--- config.mk ---
export PLATFORM = sky130hd
export DESIGN_NAME = postfix_stack_evaluator_core
export DESIGN_NICKNAME = d
export VERILOG_FILES = /design/src/pse_pkg.sv /design/src/postfix_stack_evaluator_core.sv
export SDC_FILE = /design/constraint.sdc
export NUM_CORES = 2
export LEC_CHECK = 0
export BUFFER_PORTS_ARGS = -buffer_cell sky130_fd_sc_hd__buf_4
export CAP_MARGIN = 20
export CORE_UTILIZATION = 40
export DETAILED_ROUTE_END_ITERATION = 12
export GPL_TIMING_DRIVEN = 0
export PLACE_DENSITY = 0.61
export SYNTH_ARGS = -nofsm -noshare
export SYNTH_HDL_FRONTEND = slang
export SYNTH_SLANG_ARGS = --single-unit
--- constraint.sdc ---
create_clock -name clk -period 9.39 [get_ports clk]
set_input_delay 0.4695 -clock clk [delete_from_list [all_inputs] [get_ports clk]]
set_output_delay 0.4695 -clock clk [all_outputs]
set_load 0.005 [all_outputs]
--- src/pse_pkg.sv ---
`default_nettype none
package pse_pkg;

	localparam int unsigned WORD_W = 32;
	localparam int unsigned CMD_W  = 3;
	localparam int unsigned STAT_W = 3;

	typedef logic [WORD_W-1:0] word_t;
	typedef logic [CMD_W-1:0]  cmd_t;
	typedef logic [STAT_W-1:0] status_t;

	localparam cmd_t CMD_PUSH = 3'd0;
	localparam cmd_t CMD_ADD  = 3'd1;
	localparam cmd_t CMD_SUB  = 3'd2;
	localparam cmd_t CMD_MUL  = 3'd3;
	localparam cmd_t CMD_DIV  = 3'd4;
	localparam cmd_t CMD_REM  = 3'd5;

	localparam status_t ST_OK        = 3'd0;
	localparam status_t ST_UNDERFLOW = 3'd1;
	localparam status_t ST_LEFTOVER  = 3'd2;
	localparam status_t ST_DIVZERO   = 3'd3;
	localparam status_t ST_OVERFLOW  = 3'd4;

endpackage
`default_nettype wire

--- src/postfix_stack_evaluator_core.sv ---
// sequence per token: a push or ignored token goes from idle to the final state; add/sub/mul
// fetch the left operand, then finish; divide/remainder fetch, run the 32-step shift-subtract divider
// and the sign fixup, then finish; the last token's result is registered in the final cycle of its beat.
// tokens do not overlap: a new token is taken only back in idle; stack fetch uses one memory read port.
// reset (arst_n low): clears sequencer, stack count, error code and output valid;
// stack memory contents are not cleared, only entries below the count are ever read.
`default_nettype none
module postfix_stack_evaluator_core
	import pse_pkg::*;
#(
	parameter int unsigned STACK_DEPTH = 16
) (
	input  wire logic               clk,
	input  wire logic               arst_n,
	input  wire logic               in_valid,
	output      logic               in_ready,
	input  wire logic [2:0]         cmd,
	input  wire logic signed [31:0] operand_value,
	input  wire logic               last_token,
	output      logic               out_valid,
	input  wire logic               out_ready,
	output      logic signed [31:0] result_value,
	output      logic [2:0]         status
);

	// stack entry count needs to hold STACK_DEPTH itself, addresses do not
	localparam int unsigned CW = $clog2(STACK_DEPTH + 1);
	localparam int unsigned AW = $clog2(STACK_DEPTH);

	// sequencer codes
	localparam logic [2:0] S_IDLE = 3'd0;  // waiting for a token beat
	localparam logic [2:0] S_RD   = 3'd1;  // left operand arrives from memory
	localparam logic [2:0] S_DIV  = 3'd2;  // one quotient bit per cycle
	localparam logic [2:0] S_FIX  = 3'd3;  // sign fixup of quotient or remainder
	localparam logic [2:0] S_FIN  = 3'd4;  // end of token, emit result on last

	logic [2:0]    state_q;
	logic [CW-1:0] cnt_q;
	status_t       err_q;
	cmd_t          cmd_q;
	logic          last_q;
	logic [4:0]    step_q;

	// the top of stack lives in a register, entries below it in memory,
	// so an operator needs only one memory read
	word_t top_q;
	word_t rd_q;
	word_t stack_mem [STACK_DEPTH];

	// divider registers
	word_t rem_q;
	word_t quo_q;
	word_t dvs_q;
	logic  negq_q;
	logic  negr_q;

	// output register
	logic    out_valid_q;
	word_t   result_q;
	status_t status_q;

	// token decode in idle
	logic    acc;
	logic    skip;
	logic    is_push;
	logic    is_op;
	logic    ovf;
	logic    und;
	logic    dz;
	logic    push_ok;
	logic    op_go;

	// memory ports
	logic          mem_we;
	logic [CW-1:0] waddr_full;
	logic [CW-1:0] raddr_full;
	logic [AW-1:0] mem_waddr;
	logic [AW-1:0] mem_raddr;

	// datapath
	word_t   alu_res;
	word_t   abs_a;
	word_t   abs_b;
	logic [WORD_W:0] trial;
	word_t   fix_res;
	logic    fin_load;
	word_t   fin_value;
	status_t fin_status;

	assign in_ready = (state_q == S_IDLE);
	assign acc      = in_valid && in_ready;

	always_comb begin
		is_push = 1'b0;
		is_op   = 1'b0;
		case (cmd)
			CMD_PUSH: is_push = 1'b1;
			CMD_ADD, CMD_SUB, CMD_MUL, CMD_DIV, CMD_REM: is_op = 1'b1;
			default: begin
				// unused codes leave the stack alone
				is_push = 1'b0;
				is_op   = 1'b0;
			end
		endcase
	end

	// a pending error freezes the rest of the expression
	assign skip    = (err_q != ST_OK);
	assign ovf     = acc && !skip && is_push && (cnt_q >= CW'(STACK_DEPTH));
	assign push_ok = acc && !skip && is_push && !ovf;
	assign und     = acc && !skip && is_op && (cnt_q < CW'(2));
	assign dz      = acc && !skip && is_op && !und && (cmd inside {CMD_DIV, CMD_REM})
	                 && (top_q == '0);
	assign op_go   = acc && !skip && is_op && !und && !dz;

	// push spills the old top into memory; operator fetches the entry below the top
	assign waddr_full = cnt_q - CW'(1);
	assign raddr_full = cnt_q - CW'(2);
	assign mem_waddr  = waddr_full[AW-1:0];
	assign mem_raddr  = raddr_full[AW-1:0];
	assign mem_we     = push_ok && (cnt_q != '0);

	// add, subtract, multiply on rd_q (left) and top_q (right)
	always_comb begin
		case (cmd_q)
			CMD_ADD: alu_res = rd_q + top_q;
			CMD_SUB: alu_res = rd_q - top_q;
			CMD_MUL: alu_res = rd_q * top_q;
			default: alu_res = '0;
		endcase
	end

	assign abs_a = rd_q[WORD_W-1]  ? (word_t'(0) - rd_q)  : rd_q;
	assign abs_b = top_q[WORD_W-1] ? (word_t'(0) - top_q) : top_q;

	// restoring division step: shift in next dividend bit, try subtract
	assign trial = {rem_q, quo_q[WORD_W-1]} - {1'b0, dvs_q};

	always_comb begin
		if (cmd_q == CMD_DIV) begin
			fix_res = negq_q ? (word_t'(0) - quo_q) : quo_q;
		end else begin
			fix_res = negr_q ? (word_t'(0) - rem_q) : rem_q;
		end
	end

	// final report: a sticky error wins, then the stack must hold exactly one value
	always_comb begin
		fin_value = '0;
		if (err_q != ST_OK) begin
			fin_status = err_q;
		end else if (cnt_q == '0) begin
			fin_status = ST_UNDERFLOW;
		end else if (cnt_q != CW'(1)) begin
			fin_status = ST_LEFTOVER;
		end else begin
			fin_status = ST_OK;
			fin_value  = top_q;
		end
	end

	assign fin_load = (state_q == S_FIN) && last_q && (!out_valid_q || out_ready);

	// control
	always_ff @(posedge clk or negedge arst_n) begin
		if (!arst_n) begin
			state_q     <= S_IDLE;
			cnt_q       <= '0;
			err_q       <= ST_OK;
			cmd_q       <= CMD_PUSH;
			last_q      <= 1'b0;
			step_q      <= '0;
			out_valid_q <= 1'b0;
		end else begin
			// a new result beat may take the place of one leaving this cycle
			if (fin_load) begin
				out_valid_q <= 1'b1;
			end else if (out_valid_q && out_ready) begin
				out_valid_q <= 1'b0;
			end
			case (state_q)
				S_IDLE: begin
					if (acc) begin
						cmd_q  <= cmd;
						last_q <= last_token;
						if (ovf) begin
							err_q <= ST_OVERFLOW;
						end
						if (und) begin
							err_q <= ST_UNDERFLOW;
						end
						if (dz) begin
							err_q <= ST_DIVZERO;
						end
						if (push_ok) begin
							cnt_q <= cnt_q + CW'(1);
						end
						state_q <= op_go ? S_RD : S_FIN;
					end
				end
				S_RD: begin
					if (cmd_q inside {CMD_DIV, CMD_REM}) begin
						step_q  <= '0;
						state_q <= S_DIV;
					end else begin
						cnt_q   <= cnt_q - CW'(1);
						state_q <= S_FIN;
					end
				end
				S_DIV: begin
					step_q <= step_q + 5'd1;
					if (step_q == 5'd31) begin
						state_q <= S_FIX;
					end
				end
				S_FIX: begin
					cnt_q   <= cnt_q - CW'(1);
					state_q <= S_FIN;
				end
				S_FIN: begin
					if (!last_q) begin
						state_q <= S_IDLE;
					end else if (fin_load) begin
						// expression done: report and start fresh
						cnt_q   <= '0;
						err_q   <= ST_OK;
						state_q <= S_IDLE;
					end
				end
				default: state_q <= S_IDLE;
			endcase
		end
	end

	// stack memory, one write and one registered read
	always_ff @(posedge clk) begin
		if (mem_we) begin
			stack_mem[mem_waddr] <= top_q;
		end
		if (op_go) begin
			rd_q <= stack_mem[mem_raddr];
		end
	end

	// datapath registers
	always_ff @(posedge clk) begin
		case (state_q)
			S_IDLE: begin
				if (push_ok) begin
					top_q <= word_t'(operand_value);
				end
			end
			S_RD: begin
				if (cmd_q inside {CMD_DIV, CMD_REM}) begin
					rem_q  <= '0;
					quo_q  <= abs_a;
					dvs_q  <= abs_b;
					negq_q <= rd_q[WORD_W-1] ^ top_q[WORD_W-1];
					negr_q <= rd_q[WORD_W-1];
				end else begin
					top_q <= alu_res;
				end
			end
			S_DIV: begin
				if (!trial[WORD_W]) begin
					rem_q <= trial[WORD_W-1:0];
					quo_q <= {quo_q[WORD_W-2:0], 1'b1};
				end else begin
					rem_q <= {rem_q[WORD_W-2:0], quo_q[WORD_W-1]};
					quo_q <= {quo_q[WORD_W-2:0], 1'b0};
				end
			end
			S_FIX: begin
				top_q <= fix_res;
			end
			default: begin
			end
		endcase
		if (fin_load) begin
			result_q <= fin_value;
			status_q <= fin_status;
		end
	end

	assign out_valid    = out_valid_q;
	assign result_value = signed'(result_q);
	assign status       = status_q;

endmodule
`default_nettype wire

==> reports/summary.txt <==
Status - completed
Non-filler cells, final - 6105
Most frequent CP cell - fa_1
Worst path required time - 9.82 ns
Total wire length - 172000 microns
Gate Count Post-Synth - 4180
Main synth FF type - edfxtp_1
Initial antenna violation count - 16
Starting Density - 40.4%
CTS sink cnt - 730
Worst-Margin Slew - 1.16 ns
Post-synth EDFFs - 709
Longest Clk Path Bufs - 3
R2r setup slk - 0.10 ns
DPL Wire Length - 129000 microns
FF-to-FF End - top_q[30]
Maximum fanout along the worst path - 10
Top layer in use - met4
Netlist cell types - 76
Inst Count DP - 5936
Async set or reset register ratio after synthesis - 2.88%
Gr ovfl total - 0
Final min period - 9.29 ns
CTS tree - yes
Avg Cell Area, Syn - 12.1 sq um
CTS buffer count - 79
Crit path kind - flop to flop
Fillers - 11500
Via count - 35000
Chip Width - 358 microns
Die area - 128000 sq um
Max-Cap Viols - 0
Fin. Hold Viols - 0
Worst setup SP type - flop
Drt drc - 0
Yosys Warn Count - 0
DIE HEIGHT - 358 microns
Most common cell after layout, fill and taps aside - edfxtp_1
Core Footprint - 126000 sq um
Mapped Nets - 4833
Maximum operating frequency - 0.108 GHz
Critical path's largest stage delay - 0.77 ns
Hold Crit Class - input pin to flop
Slew margin rel. - 22.8%
Area after DPL - 54200 sq um
Commonest non-fill, non-tap cells in the layout - edfxtp_1, inv_1, nand2_1
Final Max Slew Viols - 0
Register bit count reported by yosys - 730
Register area share after synthesis - 43.0%
Routed len/inst - 28.2 microns
Cell Rows - 130
Clock slew at reported path FFs - 0.07 ns
H-tree levels - 3
Worst R2R Start - rd_q[5]
Final ANT Viol Nets - 0
Hold Startpoint - last_token
Worst Hold End - last_q
Global-route wire length before repair - 248000 microns
Worst EP arrival - 9.72 ns
Largest net degree at the start of global routing - 33
Area grow syn2layout - 12.5%
# setup viols final - 0
Crit-path slowest cell - clkbuf_1
Fin nets - 5038
Gpl congestion - 1.02
Worst-Skew Late Latency - 0.70 ns
Setup crit end kind - flop
M1 WL - 70800 microns
Num ports - 77
Share of layout cells above drive strength 1 - 10.9%
Clock skew - 0.0329 ns
Met2 WL post-DR - 76400 microns
WL met3 - 18300 microns
Vias in the first global route - 34700
Aggregate global-route resource usage - 27.1%
Hold depth - 2
Root Buffer - clkbuf_16
Initial DRC count - 4415
Drt first pass iters - 8
Worst reg-to-reg path cell count - 26
Final instance area - 57100 sq um
Vias per inst - 5.74
RSZ-0062 raised after global routing - yes
Cell Area, Synth - 50800 sq um
Buffers on Ports - 76
Period Utilization, post-route - 98.9%
==> worst max-delay path by stage <==
stage,startpoint,endpoint,slack (ns),cells past startpoint
finish,rd_q[5],top_q[30],0.10,26
global route,rd_q[5],top_q[30],-0.05,26
CTS,top_q[3],top_q[30],0.004,25
detailed placement,top_q[7],top_q[30],-0.71,25
global placement,top_q[8],top_q[30],-0.74,24
floorplan,top_q[8],top_q[30],1.85,26
==> area by class of cell <==
cell class                 count  area, sq um  area share [%]
inverter                     445         1670            2.92
sequential                   730        21800            38.2
clock inverter                44          586            1.03
tap                         1650         2060            3.61
buffer                       239          977            1.71
multi-input combinational   2766        26500            46.4
antenna                        8         20.0          0.0351
timing repair buffer         124         1390            2.43
clock buffer                  99         2090            3.67
==> metal layers <==
| layer | track usage (%) | vias up |
|---|---|---|
| met5 | 0 | - |
| met4 | 8.83 | 0 |
| met3 | 5.63 | 307 |
| met2 | 41.5 | 1854 |
| met1 | 38.5 | 18000 |
| li1 | - | 14900 |
==> cell families after synthesis <==
group / share of synthesized area (%)
buf+inv: 5.13
flops: 43.0
xor+xnor: 4.81
simple gates: 11.3
mux: 7.74
compound gates: 6.84
fa+ha+maj: 21.2
==> stage by stage <==
| stage | hold slack (ns) | TNS, ns | utilization (%) | setup WS, ns |
|---|---|---|---|---|
| after floorplan | 0.174 | 0 | - | 1.85 |
| after global placement | 0.379 | -2.73 | 42.5 | -0.741 |
| after detailed placement | 0.385 | -1.76 | 43.1 | -0.708 |
| after CTS | 0.0189 | 0 | 45.3 | 0.00361 |
| after global routing | 0.0339 | -0.0486 | 45.4 | -0.0486 |
| final | 0.0501 | 0 | 45.4 | 0.101 |
==> cell usage after synthesis, types with 21 or more instances <==
master / instances / share of area [%]
inv_1: 444 / 3.3
nor2_1: 147 / 1.1
nand2_1: 430 / 3.2
fa_1: 410 / 16
or3_1: 28 / 0.35
buf_1: 24 / 0.18
nand3_1: 31 / 0.31
clkbuf_1: 208 / 1.5
a211oi_1: 31 / 0.46
o21ai_0: 159 / 1.6
xnor2_1: 148 / 2.6
o31ai_1: 52 / 0.77
and2_1: 342 / 4.2
a21o_1: 43 / 0.64
nor3_1: 37 / 0.36
xor2_1: 131 / 2.3
mux2i_1: 26 / 0.51
o21a_1: 21 / 0.31
nand2b_1: 26 / 0.32
edfxtp_1: 709 / 42
dfrtp_1: 21 / 1.0
ha_1: 203 / 5.0
a21oi_1: 100 / 0.99
mux4_2: 160 / 7.1
==> critical path: cells and delay by family (launching register included) <==
family          cells  cell delay (ns)
fa+ha+maj           9             3.83
compound gates      8             2.33
flops               1             0.67
simple gates        2             0.52
buf+inv             7             1.62
==> flip-flops by register name (all words and copies together), names as in the netlist, 3 cells and up <==
name          count
cnt_q             5
cmd_q             3
err_q             3
status            3
quo_q            32
result_value     32
rd_q             32
state_q           3
stack_mem       512
rem_q            32
step_q            5
dvs_q            32
top_q            32
==> repair_timing <==
action	4_1_cts	5_1_grt
hold buffers	1	0
hold endpoints to repair	21	0
gates resized for setup	22	26
endpoints found under the setup margin	6	4
setup buffers	10	4
Power is left out: the tool's default activity adds up to more than one toggle a clock period on the data nets, which glitch-free logic cannot reach.
